## src/rtl/core/assert_macros.svh

```systemverilog
// Assertion macros shared by the valve angle calculator RTL
`ifndef ASSERT_MACROS_SVH
`define ASSERT_MACROS_SVH

// Property checked on every rising edge of clk, suspended while rst_n is low
`define OLVA_ASSERT(label, prop, msg) \
    label: assert property (@(posedge clk) disable iff (!rst_n) (prop)) \
        else $error(msg);

// Same-cycle implication checked on every rising edge of clk
`define OLVA_ASSERT_IMP(label, ante, cons, msg) \
    label: assert property (@(posedge clk) disable iff (!rst_n) (ante) |-> (cons)) \
        else $error(msg);

`endif

```

## src/rtl/core/olva_pkg.sv

```systemverilog
// Package: constants, lookup tables and register codes of the valve angle calculator
`timescale 1ns / 1ps

package olva_pkg;

    // Table sizes
    localparam int DENSITY_POINTS = 20;
    localparam int VALVE_POINTS   = 16;

    // Datapath widths of the shared serial units
    localparam int MUL_W   = 32;
    localparam int SQRT_RW = 48;
    localparam int DIV_NW  = 48;
    localparam int DIV_DW  = 24;

    // Configuration register indexes
    localparam int CFG_IDX_W = 2;
    localparam logic [CFG_IDX_W-1:0] CFG_OX_ANGLE = 2'd0;
    localparam logic [CFG_IDX_W-1:0] CFG_AMBIENT  = 2'd1;

    // Register reset values
    localparam logic [14:0] OX_ANGLE_RESET = 15'd12800;
    localparam logic [15:0] AMBIENT_RESET  = 16'd941;

    // Fixed-point coefficients
    localparam logic [14:0] ANGLE_MAX      = 15'd23040;
    localparam logic [31:0] DROP_COEF      = 32'd404223741;
    localparam logic [31:0] CV_COEF        = 32'd68122070;
    localparam logic [23:0] CV_FLOOR_ROOT  = 24'd5243;
    localparam logic [31:0] OX_FLOW_COEF   = 32'd72029923;
    localparam logic [31:0] FUEL_FLOW_COEF = 32'd11154986;

    // Oxidizer density against temperature (K*16 -> Q24 lb/in^3)
    localparam int DENS_TEMP [DENSITY_POINTS] = '{
        880, 960, 1040, 1120, 1200, 1280, 1360, 1440, 1520, 1600,
        1680, 1760, 1840, 1920, 2000, 2080, 2160, 2240, 2320, 2400};
    localparam int DENS_VAL [DENSITY_POINTS] = '{
        790044, 777043, 763519, 749742, 735761, 721556, 707080, 692245, 676982, 661205,
        644787, 627612, 609514, 590271, 569581, 547007, 521861, 492918, 457694, 409420};

    // Fuel valve Cv (Q16) against angle (deg*256)
    localparam int CV_PTS [VALVE_POINTS] = '{
        0, 5289, 5322, 5322, 5322, 7766, 13533, 23324,
        37657, 56590, 79587, 105428, 132075, 156533, 174758, 181528};
    localparam int ANG_PTS [VALVE_POINTS] = '{
        0, 1536, 3072, 4608, 6144, 7680, 9216, 10752,
        12288, 13824, 15360, 16896, 18432, 19968, 21504, 23040};

endpackage

```

## src/rtl/core/olva_mul.sv

```systemverilog
// Bit-serial shift-and-add multiplier, one multiplier bit per cycle
`timescale 1ns / 1ps

module olva_mul #(
    parameter int W = olva_pkg::MUL_W
) (
    input  logic           clk,
    input  logic           rst_n,
    input  logic           start,
    input  logic [W-1:0]   a,
    input  logic [W-1:0]   b,
    output logic           done,
    output logic [2*W-1:0] prod
);

    localparam int CW = $clog2(W + 1);

    logic           run_reg, run_next;
    logic           done_reg, done_next;
    logic [CW-1:0]  cnt_reg, cnt_next;
    logic [W-1:0]   a_reg;
    logic [W-1:0]   b_reg;
    logic [2*W-1:0] acc_reg;
    logic [W:0]     sum;

    // Partial product added into the upper half, then shifted down
    assign sum = {1'b0, acc_reg[2*W-1:W]} + {1'b0, (b_reg[0] ? a_reg : {W{1'b0}})};

    // Step control
    always_comb
    begin
        run_next  = run_reg;
        done_next = 1'b0;
        cnt_next  = cnt_reg;
        if (start)
        begin
            run_next = 1'b1;
            cnt_next = '0;
        end
        else if (run_reg)
        begin
            cnt_next = cnt_reg + 1'b1;
            if (cnt_reg == CW'(W - 1))
            begin
                run_next  = 1'b0;
                done_next = 1'b1;
            end
        end
    end

    always_ff @(posedge clk or negedge rst_n)
    begin
        if (!rst_n)
        begin
            run_reg  <= 1'b0;
            done_reg <= 1'b0;
            cnt_reg  <= '0;
        end
        else
        begin
            run_reg  <= run_next;
            done_reg <= done_next;
            cnt_reg  <= cnt_next;
        end
    end

    // Operand and accumulator shift registers
    always_ff @(posedge clk)
    begin
        if (start)
        begin
            a_reg   <= a;
            b_reg   <= b;
            acc_reg <= '0;
        end
        else if (run_reg)
        begin
            acc_reg <= {sum, acc_reg[W-1:1]};
            b_reg   <= {1'b0, b_reg[W-1:1]};
        end
    end

    assign done = done_reg;
    assign prod = acc_reg;

endmodule

```

## src/rtl/core/olva_sqrt.sv

```systemverilog
// Digit-serial integer square root, two radicand bits per cycle
`timescale 1ns / 1ps

module olva_sqrt #(
    parameter int RW = olva_pkg::SQRT_RW
) (
    input  logic            clk,
    input  logic            rst_n,
    input  logic            start,
    input  logic [RW-1:0]   radicand,
    output logic            done,
    output logic [RW/2-1:0] root
);

    localparam int RH = RW / 2;
    localparam int CW = $clog2(RH + 1);

    logic          run_reg, run_next;
    logic          done_reg, done_next;
    logic [CW-1:0] cnt_reg, cnt_next;
    logic [RW-1:0] rad_reg;
    logic [RH+1:0] rem_reg;
    logic [RH-1:0] root_reg;
    logic [RH+3:0] cur;
    logic [RH+3:0] trial;
    logic [RH+3:0] diff;
    logic          ge;

    // Bring down the next two bits and try root*4+1
    assign cur   = {rem_reg, rad_reg[RW-1:RW-2]};
    assign trial = {2'b00, root_reg, 2'b01};
    assign ge    = cur >= trial;
    assign diff  = cur - trial;

    always_comb
    begin
        run_next  = run_reg;
        done_next = 1'b0;
        cnt_next  = cnt_reg;
        if (start)
        begin
            run_next = 1'b1;
            cnt_next = '0;
        end
        else if (run_reg)
        begin
            cnt_next = cnt_reg + 1'b1;
            if (cnt_reg == CW'(RH - 1))
            begin
                run_next  = 1'b0;
                done_next = 1'b1;
            end
        end
    end

    always_ff @(posedge clk or negedge rst_n)
    begin
        if (!rst_n)
        begin
            run_reg  <= 1'b0;
            done_reg <= 1'b0;
            cnt_reg  <= '0;
        end
        else
        begin
            run_reg  <= run_next;
            done_reg <= done_next;
            cnt_reg  <= cnt_next;
        end
    end

    // Radicand, partial remainder and root shift registers
    always_ff @(posedge clk)
    begin
        if (start)
        begin
            rad_reg  <= radicand;
            rem_reg  <= '0;
            root_reg <= '0;
        end
        else if (run_reg)
        begin
            rad_reg  <= {rad_reg[RW-3:0], 2'b00};
            rem_reg  <= ge ? diff[RH+1:0] : cur[RH+1:0];
            root_reg <= {root_reg[RH-2:0], ge};
        end
    end

    assign done = done_reg;
    assign root = root_reg;

endmodule

```

## src/rtl/core/olva_div.sv

```systemverilog
// Bit-serial restoring divider, one quotient bit per cycle
`timescale 1ns / 1ps

module olva_div #(
    parameter int NW = olva_pkg::DIV_NW,
    parameter int DW = olva_pkg::DIV_DW
) (
    input  logic          clk,
    input  logic          rst_n,
    input  logic          start,
    input  logic [NW-1:0] dividend,
    input  logic [DW-1:0] divisor,
    output logic          done,
    output logic [NW-1:0] quotient
);

    localparam int CW = $clog2(NW + 1);

    logic          run_reg, run_next;
    logic          done_reg, done_next;
    logic [CW-1:0] cnt_reg, cnt_next;
    logic [NW-1:0] quo_reg;
    logic [DW-1:0] rem_reg;
    logic [DW-1:0] den_reg;
    logic [DW:0]   cur;
    logic [DW:0]   diff;
    logic          ge;

    // Shift in the next dividend bit and trial-subtract the divisor
    assign cur  = {rem_reg, quo_reg[NW-1]};
    assign ge   = cur >= {1'b0, den_reg};
    assign diff = cur - {1'b0, den_reg};

    always_comb
    begin
        run_next  = run_reg;
        done_next = 1'b0;
        cnt_next  = cnt_reg;
        if (start)
        begin
            run_next = 1'b1;
            cnt_next = '0;
        end
        else if (run_reg)
        begin
            cnt_next = cnt_reg + 1'b1;
            if (cnt_reg == CW'(NW - 1))
            begin
                run_next  = 1'b0;
                done_next = 1'b1;
            end
        end
    end

    always_ff @(posedge clk or negedge rst_n)
    begin
        if (!rst_n)
        begin
            run_reg  <= 1'b0;
            done_reg <= 1'b0;
            cnt_reg  <= '0;
        end
        else
        begin
            run_reg  <= run_next;
            done_reg <= done_next;
            cnt_reg  <= cnt_next;
        end
    end

    // Dividend bits leave at the top while quotient bits enter at the bottom
    always_ff @(posedge clk)
    begin
        if (start)
        begin
            quo_reg <= dividend;
            rem_reg <= '0;
            den_reg <= divisor;
        end
        else if (run_reg)
        begin
            quo_reg <= {quo_reg[NW-2:0], ge};
            rem_reg <= ge ? diff[DW-1:0] : cur[DW-1:0];
        end
    end

    assign done     = done_reg;
    assign quotient = quo_reg;

endmodule

```

## src/rtl/core/open_loop_valve_angle_calc_unit.sv

```systemverilog
// Top level: sequencer over shared serial multiplier, square root and divider
// Steps: 8 multiplies, 3 roots and 3 divides, each started from the launch state; busy is
//   high from the accepted start until done.
// A new tick is not taken while one is in work; a new start is taken in the cycle done is shown.
// The single serial units work one bit (two for the root) per cycle.
// done strobes for one cycle with the results; the receiver cannot stall.
// Reset is asynchronous, active low: idle, registers at 12800 and 941.
`timescale 1ns / 1ps
`include "assert_macros.svh"

module open_loop_valve_angle_calc_unit (
    input  logic                           clk,
    input  logic                           rst_n,
    // Command side
    input  logic                           start,
    output logic                           busy,
    input  logic [15:0]                    fuel_flow_target,
    input  logic [15:0]                    fuel_upstream_pressure,
    input  logic signed [15:0]             ox_venturi_dp,
    input  logic [11:0]                    ox_venturi_temp,
    input  logic signed [15:0]             fuel_venturi_dp,
    // Configuration writes
    input  logic                           cfg_valid,
    output logic                           cfg_ready,
    input  logic [olva_pkg::CFG_IDX_W-1:0] cfg_index,
    input  logic [15:0]                    cfg_data,
    // Results
    output logic                           done,
    output logic [14:0]                    ox_angle,
    output logic [14:0]                    fuel_angle,
    output logic [15:0]                    downstream_goal,
    output logic [15:0]                    measured_ox_flow,
    output logic [15:0]                    measured_fuel_flow
);

    localparam int VIW = $clog2(olva_pkg::VALVE_POINTS);
    localparam int DIW = $clog2(olva_pkg::DENSITY_POINTS);

    // Sequencer states
    localparam logic [1:0] ST_IDLE   = 2'd0;
    localparam logic [1:0] ST_LAUNCH = 2'd1;
    localparam logic [1:0] ST_WAIT   = 2'd2;

    // Operation steps, in order
    localparam logic [3:0] OP_MM   = 4'd0;
    localparam logic [3:0] OP_DROP = 4'd1;
    localparam logic [3:0] OP_ROOT = 4'd2;
    localparam logic [3:0] OP_NUM  = 4'd3;
    localparam logic [3:0] OP_CV   = 4'd4;
    localparam logic [3:0] OP_VT   = 4'd5;
    localparam logic [3:0] OP_VQ   = 4'd6;
    localparam logic [3:0] OP_DT   = 4'd7;
    localparam logic [3:0] OP_DQ   = 4'd8;
    localparam logic [3:0] OP_RD   = 4'd9;
    localparam logic [3:0] OP_SOX  = 4'd10;
    localparam logic [3:0] OP_OXF  = 4'd11;
    localparam logic [3:0] OP_SFU  = 4'd12;
    localparam logic [3:0] OP_FUF  = 4'd13;

    // Control registers
    logic [1:0]  state_reg, state_next;
    logic [3:0]  op_reg, op_next;
    logic        done_reg, done_next;
    logic [14:0] ox_set_reg;
    logic [15:0] amb_reg;

    // Latched inputs and intermediate results
    logic [15:0] m_reg;
    logic [15:0] up_reg;
    logic [15:0] oxdp_reg;
    logic [11:0] temp_reg;
    logic [15:0] fdp_reg;
    logic [31:0] mm_reg;
    logic [24:0] goal_reg;
    logic [23:0] root_reg;
    logic [43:0] num_reg;
    logic [31:0] cv_reg;
    logic [31:0] tp_reg;
    logic [14:0] fang_reg;
    logic [19:0] rho_reg;
    logic [34:0] rd_reg;
    logic [23:0] sox_reg;
    logic [23:0] sfu_reg;
    logic [15:0] oxf_reg;
    logic [14:0] ox_angle_reg;
    logic [14:0] fuel_angle_reg;
    logic [15:0] goal_out_reg;
    logic [15:0] oxf_out_reg;
    logic [15:0] fuf_out_reg;

    // Shared unit connections
    logic        mul_start, sq_start, dv_start;
    logic        mul_done, sq_done, dv_done;
    logic [31:0] mul_a, mul_b;
    logic [63:0] mul_prod;
    logic [47:0] sq_rad;
    logic [23:0] sq_root;
    logic [47:0] dv_num;
    logic [23:0] dv_den;
    logic [47:0] dv_quo;
    logic        unit_done;
    logic        accept;

    // Derived values
    logic [63:0] prod_rnd40;
    logic [63:0] prod_rnd32;
    logic        up_gt;
    logic [15:0] valve_dp;
    logic [15:0] flow_sat;

    // Valve table lookup
    logic [VIW-1:0] v_idx;
    logic           v_below, v_above;
    logic [31:0]    v_t, v_span, v_mag, v_res;
    logic signed [31:0] v_dy;

    // Density table lookup
    logic [DIW-1:0] d_idx;
    logic           d_below, d_above;
    logic [31:0]    d_t, d_span, d_mag, d_res;
    logic signed [31:0] d_dy;

    assign accept    = start && !busy;
    assign busy      = state_reg != ST_IDLE;
    assign cfg_ready = 1'b1;
    assign unit_done = mul_done || sq_done || dv_done;

    // Shared arithmetic units
    olva_mul #(.W(olva_pkg::MUL_W)) u_mul (
        .clk   (clk),
        .rst_n (rst_n),
        .start (mul_start),
        .a     (mul_a),
        .b     (mul_b),
        .done  (mul_done),
        .prod  (mul_prod)
    );

    olva_sqrt #(.RW(olva_pkg::SQRT_RW)) u_sqrt (
        .clk      (clk),
        .rst_n    (rst_n),
        .start    (sq_start),
        .radicand (sq_rad),
        .done     (sq_done),
        .root     (sq_root)
    );

    olva_div #(.NW(olva_pkg::DIV_NW), .DW(olva_pkg::DIV_DW)) u_div (
        .clk      (clk),
        .rst_n    (rst_n),
        .start    (dv_start),
        .dividend (dv_num),
        .divisor  (dv_den),
        .done     (dv_done),
        .quotient (dv_quo)
    );

    // Rounded product slices and saturation
    assign prod_rnd40 = mul_prod + 64'h0000_0080_0000_0000;
    assign prod_rnd32 = mul_prod + 64'h0000_0000_8000_0000;
    assign flow_sat   = (|prod_rnd32[63:48]) ? 16'hFFFF : prod_rnd32[47:32];
    assign up_gt      = {9'd0, up_reg} > goal_reg;
    assign valve_dp   = up_reg - goal_reg[15:0];

    // Valve interval search: last breakpoint not above Cv
    always_comb
    begin
        v_idx = '0;
        for (int k = 0; k < olva_pkg::VALVE_POINTS - 1; k++)
        begin
            if (cv_reg >= 32'(olva_pkg::CV_PTS[k]))
                v_idx = VIW'(k);
        end
    end

    assign v_below = cv_reg < 32'(olva_pkg::CV_PTS[0]);
    assign v_above = cv_reg >= 32'(olva_pkg::CV_PTS[olva_pkg::VALVE_POINTS-1]);
    assign v_t     = cv_reg - 32'(olva_pkg::CV_PTS[v_idx]);
    assign v_span  = 32'(olva_pkg::CV_PTS[v_idx + 1'b1]) - 32'(olva_pkg::CV_PTS[v_idx]);
    assign v_dy    = 32'(olva_pkg::ANG_PTS[v_idx + 1'b1]) - 32'(olva_pkg::ANG_PTS[v_idx]);
    assign v_mag   = v_dy[31] ? 32'(-v_dy) : 32'(v_dy);

    // Valve result: clamp at the ends, else base plus or minus rounded step
    always_comb
    begin
        priority if (v_below)
            v_res = 32'(olva_pkg::ANG_PTS[0]);
        else if (v_above)
            v_res = 32'(olva_pkg::ANG_PTS[olva_pkg::VALVE_POINTS-1]);
        else if (v_dy[31])
            v_res = 32'(olva_pkg::ANG_PTS[v_idx]) - dv_quo[31:0];
        else
            v_res = 32'(olva_pkg::ANG_PTS[v_idx]) + dv_quo[31:0];
    end

    // Density interval search on temperature
    always_comb
    begin
        d_idx = '0;
        for (int k = 0; k < olva_pkg::DENSITY_POINTS - 1; k++)
        begin
            if ({20'd0, temp_reg} >= 32'(olva_pkg::DENS_TEMP[k]))
                d_idx = DIW'(k);
        end
    end

    assign d_below = {20'd0, temp_reg} < 32'(olva_pkg::DENS_TEMP[0]);
    assign d_above = {20'd0, temp_reg} >=
                     32'(olva_pkg::DENS_TEMP[olva_pkg::DENSITY_POINTS-1]);
    assign d_t     = {20'd0, temp_reg} - 32'(olva_pkg::DENS_TEMP[d_idx]);
    assign d_span  = 32'(olva_pkg::DENS_TEMP[d_idx + 1'b1]) -
                     32'(olva_pkg::DENS_TEMP[d_idx]);
    assign d_dy    = 32'(olva_pkg::DENS_VAL[d_idx + 1'b1]) - 32'(olva_pkg::DENS_VAL[d_idx]);
    assign d_mag   = d_dy[31] ? 32'(-d_dy) : 32'(d_dy);

    always_comb
    begin
        priority if (d_below)
            d_res = 32'(olva_pkg::DENS_VAL[0]);
        else if (d_above)
            d_res = 32'(olva_pkg::DENS_VAL[olva_pkg::DENSITY_POINTS-1]);
        else if (d_dy[31])
            d_res = 32'(olva_pkg::DENS_VAL[d_idx]) - dv_quo[31:0];
        else
            d_res = 32'(olva_pkg::DENS_VAL[d_idx]) + dv_quo[31:0];
    end

    // Operand selection per step
    always_comb
    begin
        mul_a  = '0;
        mul_b  = '0;
        sq_rad = '0;
        dv_num = '0;
        dv_den = '0;
        unique case (op_reg)
            OP_MM:
            begin
                mul_a = {16'd0, m_reg};
                mul_b = {16'd0, m_reg};
            end
            OP_DROP:
            begin
                mul_a = mm_reg;
                mul_b = olva_pkg::DROP_COEF;
            end
            OP_ROOT: sq_rad = {valve_dp, 32'd0};
            OP_NUM:
            begin
                mul_a = {16'd0, m_reg};
                mul_b = olva_pkg::CV_COEF;
            end
            OP_CV:
            begin
                dv_num = {4'd0, num_reg} + {25'd0, root_reg[23:1]};
                dv_den = root_reg;
            end
            OP_VT:
            begin
                mul_a = v_t;
                mul_b = v_mag;
            end
            OP_VQ:
            begin
                dv_num = {16'd0, tp_reg} + {17'd0, v_span[31:1]};
                dv_den = v_span[23:0];
            end
            OP_DT:
            begin
                mul_a = d_t;
                mul_b = d_mag;
            end
            OP_DQ:
            begin
                dv_num = {16'd0, tp_reg} + {17'd0, d_span[31:1]};
                dv_den = d_span[23:0];
            end
            OP_RD:
            begin
                mul_a = {12'd0, rho_reg};
                mul_b = {16'd0, oxdp_reg};
            end
            OP_SOX: sq_rad = {5'd0, rd_reg, 8'd0};
            OP_OXF:
            begin
                mul_a = {8'd0, sox_reg};
                mul_b = olva_pkg::OX_FLOW_COEF;
            end
            OP_SFU: sq_rad = {fdp_reg, 32'd0};
            OP_FUF:
            begin
                mul_a = {8'd0, sfu_reg};
                mul_b = olva_pkg::FUEL_FLOW_COEF;
            end
            default:
            begin
                mul_a = '0;
            end
        endcase
    end

    // Unit launch by step kind
    always_comb
    begin
        mul_start = 1'b0;
        sq_start  = 1'b0;
        dv_start  = 1'b0;
        if (state_reg == ST_LAUNCH)
        begin
            unique case (op_reg)
                OP_ROOT, OP_SOX, OP_SFU: sq_start  = 1'b1;
                OP_CV, OP_VQ, OP_DQ:     dv_start  = 1'b1;
                default:                 mul_start = 1'b1;
            endcase
        end
    end

    // Sequencer
    always_comb
    begin
        state_next = state_reg;
        op_next    = op_reg;
        done_next  = 1'b0;
        unique case (state_reg)
            ST_IDLE:
            begin
                if (accept)
                begin
                    state_next = ST_LAUNCH;
                    op_next    = OP_MM;
                end
            end
            ST_LAUNCH: state_next = ST_WAIT;
            ST_WAIT:
            begin
                if (unit_done)
                begin
                    if (op_reg == OP_FUF)
                    begin
                        state_next = ST_IDLE;
                        done_next  = 1'b1;
                    end
                    else
                    begin
                        state_next = ST_LAUNCH;
                        op_next    = op_reg + 1'b1;
                    end
                end
            end
            default: state_next = ST_IDLE;
        endcase
    end

    always_ff @(posedge clk or negedge rst_n)
    begin
        if (!rst_n)
        begin
            state_reg  <= ST_IDLE;
            op_reg     <= OP_MM;
            done_reg   <= 1'b0;
            ox_set_reg <= olva_pkg::OX_ANGLE_RESET;
            amb_reg    <= olva_pkg::AMBIENT_RESET;
        end
        else
        begin
            state_reg <= state_next;
            op_reg    <= op_next;
            done_reg  <= done_next;
            // Configuration transfer
            if (cfg_valid && cfg_ready)
            begin
                if (cfg_index == olva_pkg::CFG_OX_ANGLE)
                    ox_set_reg <= cfg_data[14:0];
                else if (cfg_index == olva_pkg::CFG_AMBIENT)
                    amb_reg <= cfg_data;
            end
        end
    end

    // Input capture, negative venturi readings clamped to zero
    always_ff @(posedge clk)
    begin
        if (accept)
        begin
            m_reg    <= fuel_flow_target;
            up_reg   <= fuel_upstream_pressure;
            oxdp_reg <= ox_venturi_dp[15] ? 16'd0 : ox_venturi_dp;
            temp_reg <= ox_venturi_temp;
            fdp_reg  <= fuel_venturi_dp[15] ? 16'd0 : fuel_venturi_dp;
        end
    end

    // Result capture at the end of each step
    always_ff @(posedge clk)
    begin
        if (state_reg == ST_WAIT && unit_done)
        begin
            unique case (op_reg)
                OP_MM:   mm_reg   <= mul_prod[31:0];
                OP_DROP: goal_reg <= {9'd0, amb_reg} + {1'b0, prod_rnd40[63:40]};
                OP_ROOT: root_reg <= up_gt ? sq_root : olva_pkg::CV_FLOOR_ROOT;
                OP_NUM:  num_reg  <= mul_prod[43:0];
                OP_CV:   cv_reg   <= dv_quo[31:0];
                OP_VT:   tp_reg   <= mul_prod[31:0];
                OP_VQ:   fang_reg <= v_res[14:0];
                OP_DT:   tp_reg   <= mul_prod[31:0];
                OP_DQ:   rho_reg  <= d_res[19:0];
                OP_RD:   rd_reg   <= mul_prod[34:0];
                OP_SOX:  sox_reg  <= sq_root;
                OP_OXF:  oxf_reg  <= flow_sat;
                OP_SFU:  sfu_reg  <= sq_root;
                OP_FUF:
                begin
                    ox_angle_reg   <= (ox_set_reg > olva_pkg::ANGLE_MAX) ?
                                      olva_pkg::ANGLE_MAX : ox_set_reg;
                    fuel_angle_reg <= fang_reg;
                    goal_out_reg   <= (|goal_reg[24:16]) ? 16'hFFFF : goal_reg[15:0];
                    oxf_out_reg    <= oxf_reg;
                    fuf_out_reg    <= flow_sat;
                end
                default: mm_reg <= mm_reg;
            endcase
        end
    end

    assign done               = done_reg;
    assign ox_angle           = ox_angle_reg;
    assign fuel_angle         = fuel_angle_reg;
    assign downstream_goal    = goal_out_reg;
    assign measured_ox_flow   = oxf_out_reg;
    assign measured_fuel_flow = fuf_out_reg;

    // Checks
    `OLVA_ASSERT_IMP(a_done_idle, done, !busy, "result shown while still busy")
    `OLVA_ASSERT(a_done_pulse, done |=> !done, "done held for more than one cycle")
    `OLVA_ASSERT(a_accept_busy, accept |=> busy, "accepted command did not raise busy")
    `OLVA_ASSERT_IMP(a_unit_one, state_reg == ST_WAIT,
        $countones({mul_done, sq_done, dv_done}) <= 1, "two units finished together")
    `OLVA_ASSERT_IMP(a_angle_rng, done,
        fuel_angle <= olva_pkg::ANGLE_MAX && ox_angle <= olva_pkg::ANGLE_MAX,
        "angle beyond full travel")

endmodule

```

## config.mk

```make
export PLATFORM = sky130hd
export DESIGN_NAME = open_loop_valve_angle_calc_unit
export DESIGN_NICKNAME = d
export VERILOG_FILES = /design/src/rtl/core/olva_pkg.sv /design/src/rtl/core/olva_mul.sv /design/src/rtl/core/olva_sqrt.sv /design/src/rtl/core/olva_div.sv /design/src/rtl/core/open_loop_valve_angle_calc_unit.sv
export VERILOG_INCLUDE_DIRS = /design/src /design/src/rtl/core
export SDC_FILE = /design/constraint.sdc
export NUM_CORES = 2
export LEC_CHECK = 0
export ABC_AREA = 1
export BUFFER_PORTS_ARGS = -buffer_cell sky130_fd_sc_hd__buf_2
export CAP_MARGIN = 20
export CORE_ASPECT_RATIO = 1.25
export CORE_MARGIN = 4
export CORE_UTILIZATION = 45
export CTS_CLUSTER_DIAMETER = 200
export CTS_CLUSTER_SIZE = 10
export DETAILED_ROUTE_END_ITERATION = 12
export GPL_ROUTABILITY_DRIVEN = 0
export PLACE_DENSITY_LB_ADDON = 0.05
export SLEW_MARGIN = 20
export SYNTH_ARGS = -nofsm -noshare
export SYNTH_HDL_FRONTEND = slang
export SYNTH_SLANG_ARGS = --single-unit
```

## constraint.sdc

```tcl
create_clock -name clk -period 8.4 [get_ports clk]
set_input_delay 0.42 -clock clk [delete_from_list [all_inputs] [get_ports clk]]
set_output_delay 0.42 -clock clk [all_outputs]
set_load 0.01 [all_outputs]
```

==> results.txt <==
----------------------------------------------------
[Global routing]
  Initial antenna violation count ... 9
  Wire length of the first global-routing pass ... roughly 260000 µm
  Global routing usage on met2 ... 49.5%
  Met1 track demand over resource ... 34.7%
  Total gr overflow ... 0
  Maximum number of pins on one net before global-route repair ... 65
  Combined global-route utilization of all metal layers ... between 20 and 30%
  Vias in the first global route ... approximately 42000
  Busiest layer in global routing ... met2
  Met3 GRT Util ... roughly 3.6%

[Timing]
  Worst hold slack across all endpoints ... 0.0664 ns
  Highest clock rate ... ~0.13 GHz
  Portion of the clock cycle consumed by the worst path in the final layout ... between 90 and 100%
  Post-route minimum period ... 7.74 ns
  Final critical-path setup slack ... about 0.66 ns
  Final Max Tran Viols ... 0
  Clk_skew ... around 0.052 ns
  Relative slew slack ... between 20% and 30%
  Setup violations, final ... 0
  Hold Fails Final Rpt ... 0
  Setup TNS ... 0 ns
  Transition time at the pin with the least slew margin ... around 1.1 ns

[Clock tree]
  Clock transition time at the flip-flop clock pins of the worst setup and hold paths ... around 0.060 ns
  Root buf cell ... sky130_fd_sc_hd__clkbuf_16
  CTS sink count ... 850
  TritonCTS clock tree ... done
  Number of buffers added by the clock tree synthesis step ... 94
  Level count of the clock H-tree ... 3
  Longest Clk Path Bufs ... 3
  Source-to-sink clock delay at the later pin of the worst-skew pair ... between 0.7 and 0.8 ns

[Finish]
  Relative area change from synthesis to final layout ... 12.8%
  Final-layout fill cell count ... about 11000
  Number of flip-flops under the largest register name ... between 60 and 70
  Most common cell after layout, fill and taps aside ... sky130_fd_sc_hd__nand2_1
  Total Nets Final ... 6796
  Ratio of cells with drive above 1 in the final layout ... a little over 8%
  Post-route insts no fill ... about 8000
  Commonest cells after routing, fill and taps aside ... sky130_fd_sc_hd__nand2_1, sky130_fd_sc_hd__inv_1, sky130_fd_sc_hd__edfxtp_1

[Worst setup path]
  End of the worst register-to-register path ... u_div.quotient[26]
  Peak per-stage delay on the critical path ... 0.47 ns
  Element type at the critical path end ... flip-flop
  Slowest cell on the critical path ... sky130_fd_sc_hd__fa_1
  Worst reg2reg startpoint ... cv_reg[27]
  Required time at the endpoint of the critical path ... between 8 and 9 ns
  Critical path type ... flip-flop to flip-flop
  Critical path arrival ... about 8 ns
  Critical path startpoint category ... flip-flop
  CP most frequent cell ... sky130_fd_sc_hd__nand2_1
  Max FO, Critical Path ... 15
  Reg-to-reg setup timing slack ... 0.66 ns
  Worst reg-to-reg path cell count ... 45

[Yosys]
  Synthesized area divided by synthesized cell count ... 8.44 µm²
  Post-synthesis sequential area ratio ... 46.5%
  Post-Syn Instances ... around 6000
  Most used DFF post-synth ... sky130_fd_sc_hd__edfxtp_1
  Synth unique cells ... 82
  Area share of xor/xnor cells in the synthesized design ... under 10%
  Complex-gate fraction of the synthesized area ... ~15%
  Syn_nets ... 6499
  Main combinational cell family by area after synthesis ... simple AND/OR/NAND/NOR gates
  Combined area of all synthesized cells ... about 50000 µm²
  Syn. warnings ... 0
  Async S/R FF share, synth ... between 7 and 8%
  Fraction of the mapped netlist area in adder cells ... approximately 8.3%
  Post-synthesis mux area share ... 0.0415%
  Number of enable-type register cells in the synthesized netlist ... between 600 and 700
  Synth Area in Simple Gates ... between 15 and 20%
  Count of state elements after synthesis ... 850

[Routing]
  Routed wire length ... ~170000 µm
  Via density ... 5.61
  Initial DRC Count ... 3890
  Number of iterations in the first detailed-routing pass ... 9
  Drt wl/cell ... approximately 22 µm
  Total number of vias ... around 44000
  Final ANT Viol Nets ... 0
  Remaining routing DRC violations ... 0

[Die]
  I/O pin count ... around 180
  Horizontal die dimension ... about 310 µm
  Initial core utilization ... between 40 and 50%
  Die Outline Area ... 119000 µm²
  Std cell rows ... 138
  Core area ... between 100000 and 150000 µm²
  Die Ht ... between 300 and 400 µm

[Power]
  Flop pwr share ... 52.9%
  Static Leakage ... 0.0244 µW
  Peak supply drop ... 141 µV
  Internal power summed over all cells ... slightly below 7000 µW
  Clock share of power ... a little under half
  Power spent charging and discharging nets ... about 1900 µW
  Logic gate share of total power ... approximately 2%
  Fraction of power spent switching nets ... between 20% and 30%
  Pwr per Cell Area ... around 150 nW/µm²

[Placed design]
  Dpl ws ... around 0.37 ns
  Post-placement cell count ... 7648
  HPWL after DPL ... about 130000 µm
  Number of buffers added on ports ... 177

[Flow run]
  MaxCap Viol Count ... 0

[Status]
  Outcome ... finished, final reports clean

[Worst hold path]
  Worst min-delay path category ... input port to flip-flop
  End point of the most critical hold path ... fdp_reg[3]
  Cell count of the worst hold path ... 3
  Worst hold start ... fuel_venturi_dp[3]

----------------------------------------------------
[what timing repair did]
action,in CTS,in global routing
hold buffers,84,0
setup buffers,0,10
endpoints found under the hold margin,110,0
endpoints found under the setup margin,0,21
gates resized for setup,0,18
[cell families after synthesis]
kind of cell               after synthesis
AOI/OAI and AO/OA                     1335
xor gates and xnor gates               190
adders and majority gates              329
buffers and inverters                  944
DFF                                    850
muxes                                    2
other                                    2
and+or+nand+nor                       2420
[power groups by stage]
stage | registers (µW) | logic (µW) | clock network, µW
after CTS | 4540 | 175 | 3950
after global placement | 4620 | 141 | 0
after detailed placement | 4620 | 142 | 0
after floorplan | 4610 | 89.7 | 0
final | 4540 | 173 | 3870
after global routing | 4540 | 200 | 4130
[layout make-up]
cell class | count | area [µm²] | area share (%)
multi-input cells | 4278 | 23900 | 41.4
flip-flops and latches | 850 | 23900 | 41.3
inverters | 796 | 3010 | 5.20
clock buffers | 162 | 2630 | 4.55
repair buffers | 349 | 2410 | 4.18
well taps | 1470 | 1840 | 3.18
clock inverters | 5 | 130 | 0.225
diodes | 8 | 20.0 | 0.0346
[synth_stat cells, types with 61 or more instances]
master	instances	share of area [%]
sky130_fd_sc_hd__a21oi_1	478	4.7
sky130_fd_sc_hd__clkbuf_1	107	0.78
sky130_fd_sc_hd__dfxtp_1	138	5.4
sky130_fd_sc_hd__edfxtp_1	651	38
sky130_fd_sc_hd__ha_1	313	7.6
sky130_fd_sc_hd__inv_1	767	5.6
sky130_fd_sc_hd__nand2_1	1348	9.9
sky130_fd_sc_hd__nand3_1	292	2.9
sky130_fd_sc_hd__nor2_1	499	3.7
sky130_fd_sc_hd__nor3_1	89	0.87
sky130_fd_sc_hd__o21ai_0	456	4.5
sky130_fd_sc_hd__o22ai_1	73	0.89
sky130_fd_sc_hd__xnor2_1	61	1.0
sky130_fd_sc_hd__xor2_1	129	2.2
[layer usage]
layer | vias up | part of all wire [%]
li1 | 21360 | -
met1 | 20874 | 40
met2 | 1726 | 48
met3 | 459 | 5.6
met4 | 0 | 6.6
met5 | - | 0
[stage by stage]
step | power [µW] | util, % | area, µm²
global placement | 4760 | 47.8 | 54000
global route | 8860 | 51.1 | 57800
finish | 8580 | 51.1 | 57800
CTS | 8670 | 51.0 | 57600
floorplan | 4700 | - | 51300
detailed placement | 4760 | 47.8 | 54000
[worst max-delay path: cells and delay by family, from the launching register on]
family | cells | cell delay (ns)
flip-flops | 1 | 0.44
AO/OA/AOI/OAI | 12 | 2.20
adder cells (fa/ha/maj) | 5 | 1.80
buffers and inverters | 6 | 0.78
AND/OR/NAND/NOR | 22 | 2.29
[how the worst max path moves through the flow]
| stage | startpoint | to | depth (start not counted) |
|---|---|---|---|
| after global placement | cv_reg[27] | u_div.quotient[28] | 42 |
| after global routing | cv_reg[23] | u_div.quotient[32] | 48 |
| final | cv_reg[27] | u_div.quotient[26] | 45 |
| after detailed placement | cv_reg[27] | u_div.quotient[26] | 45 |
| after CTS | cv_reg[27] | u_div.quotient[26] | 45 |
| after floorplan | temp_reg[11] | rho_reg[17] | 53 |
Power figures use the tool's default switching activity.
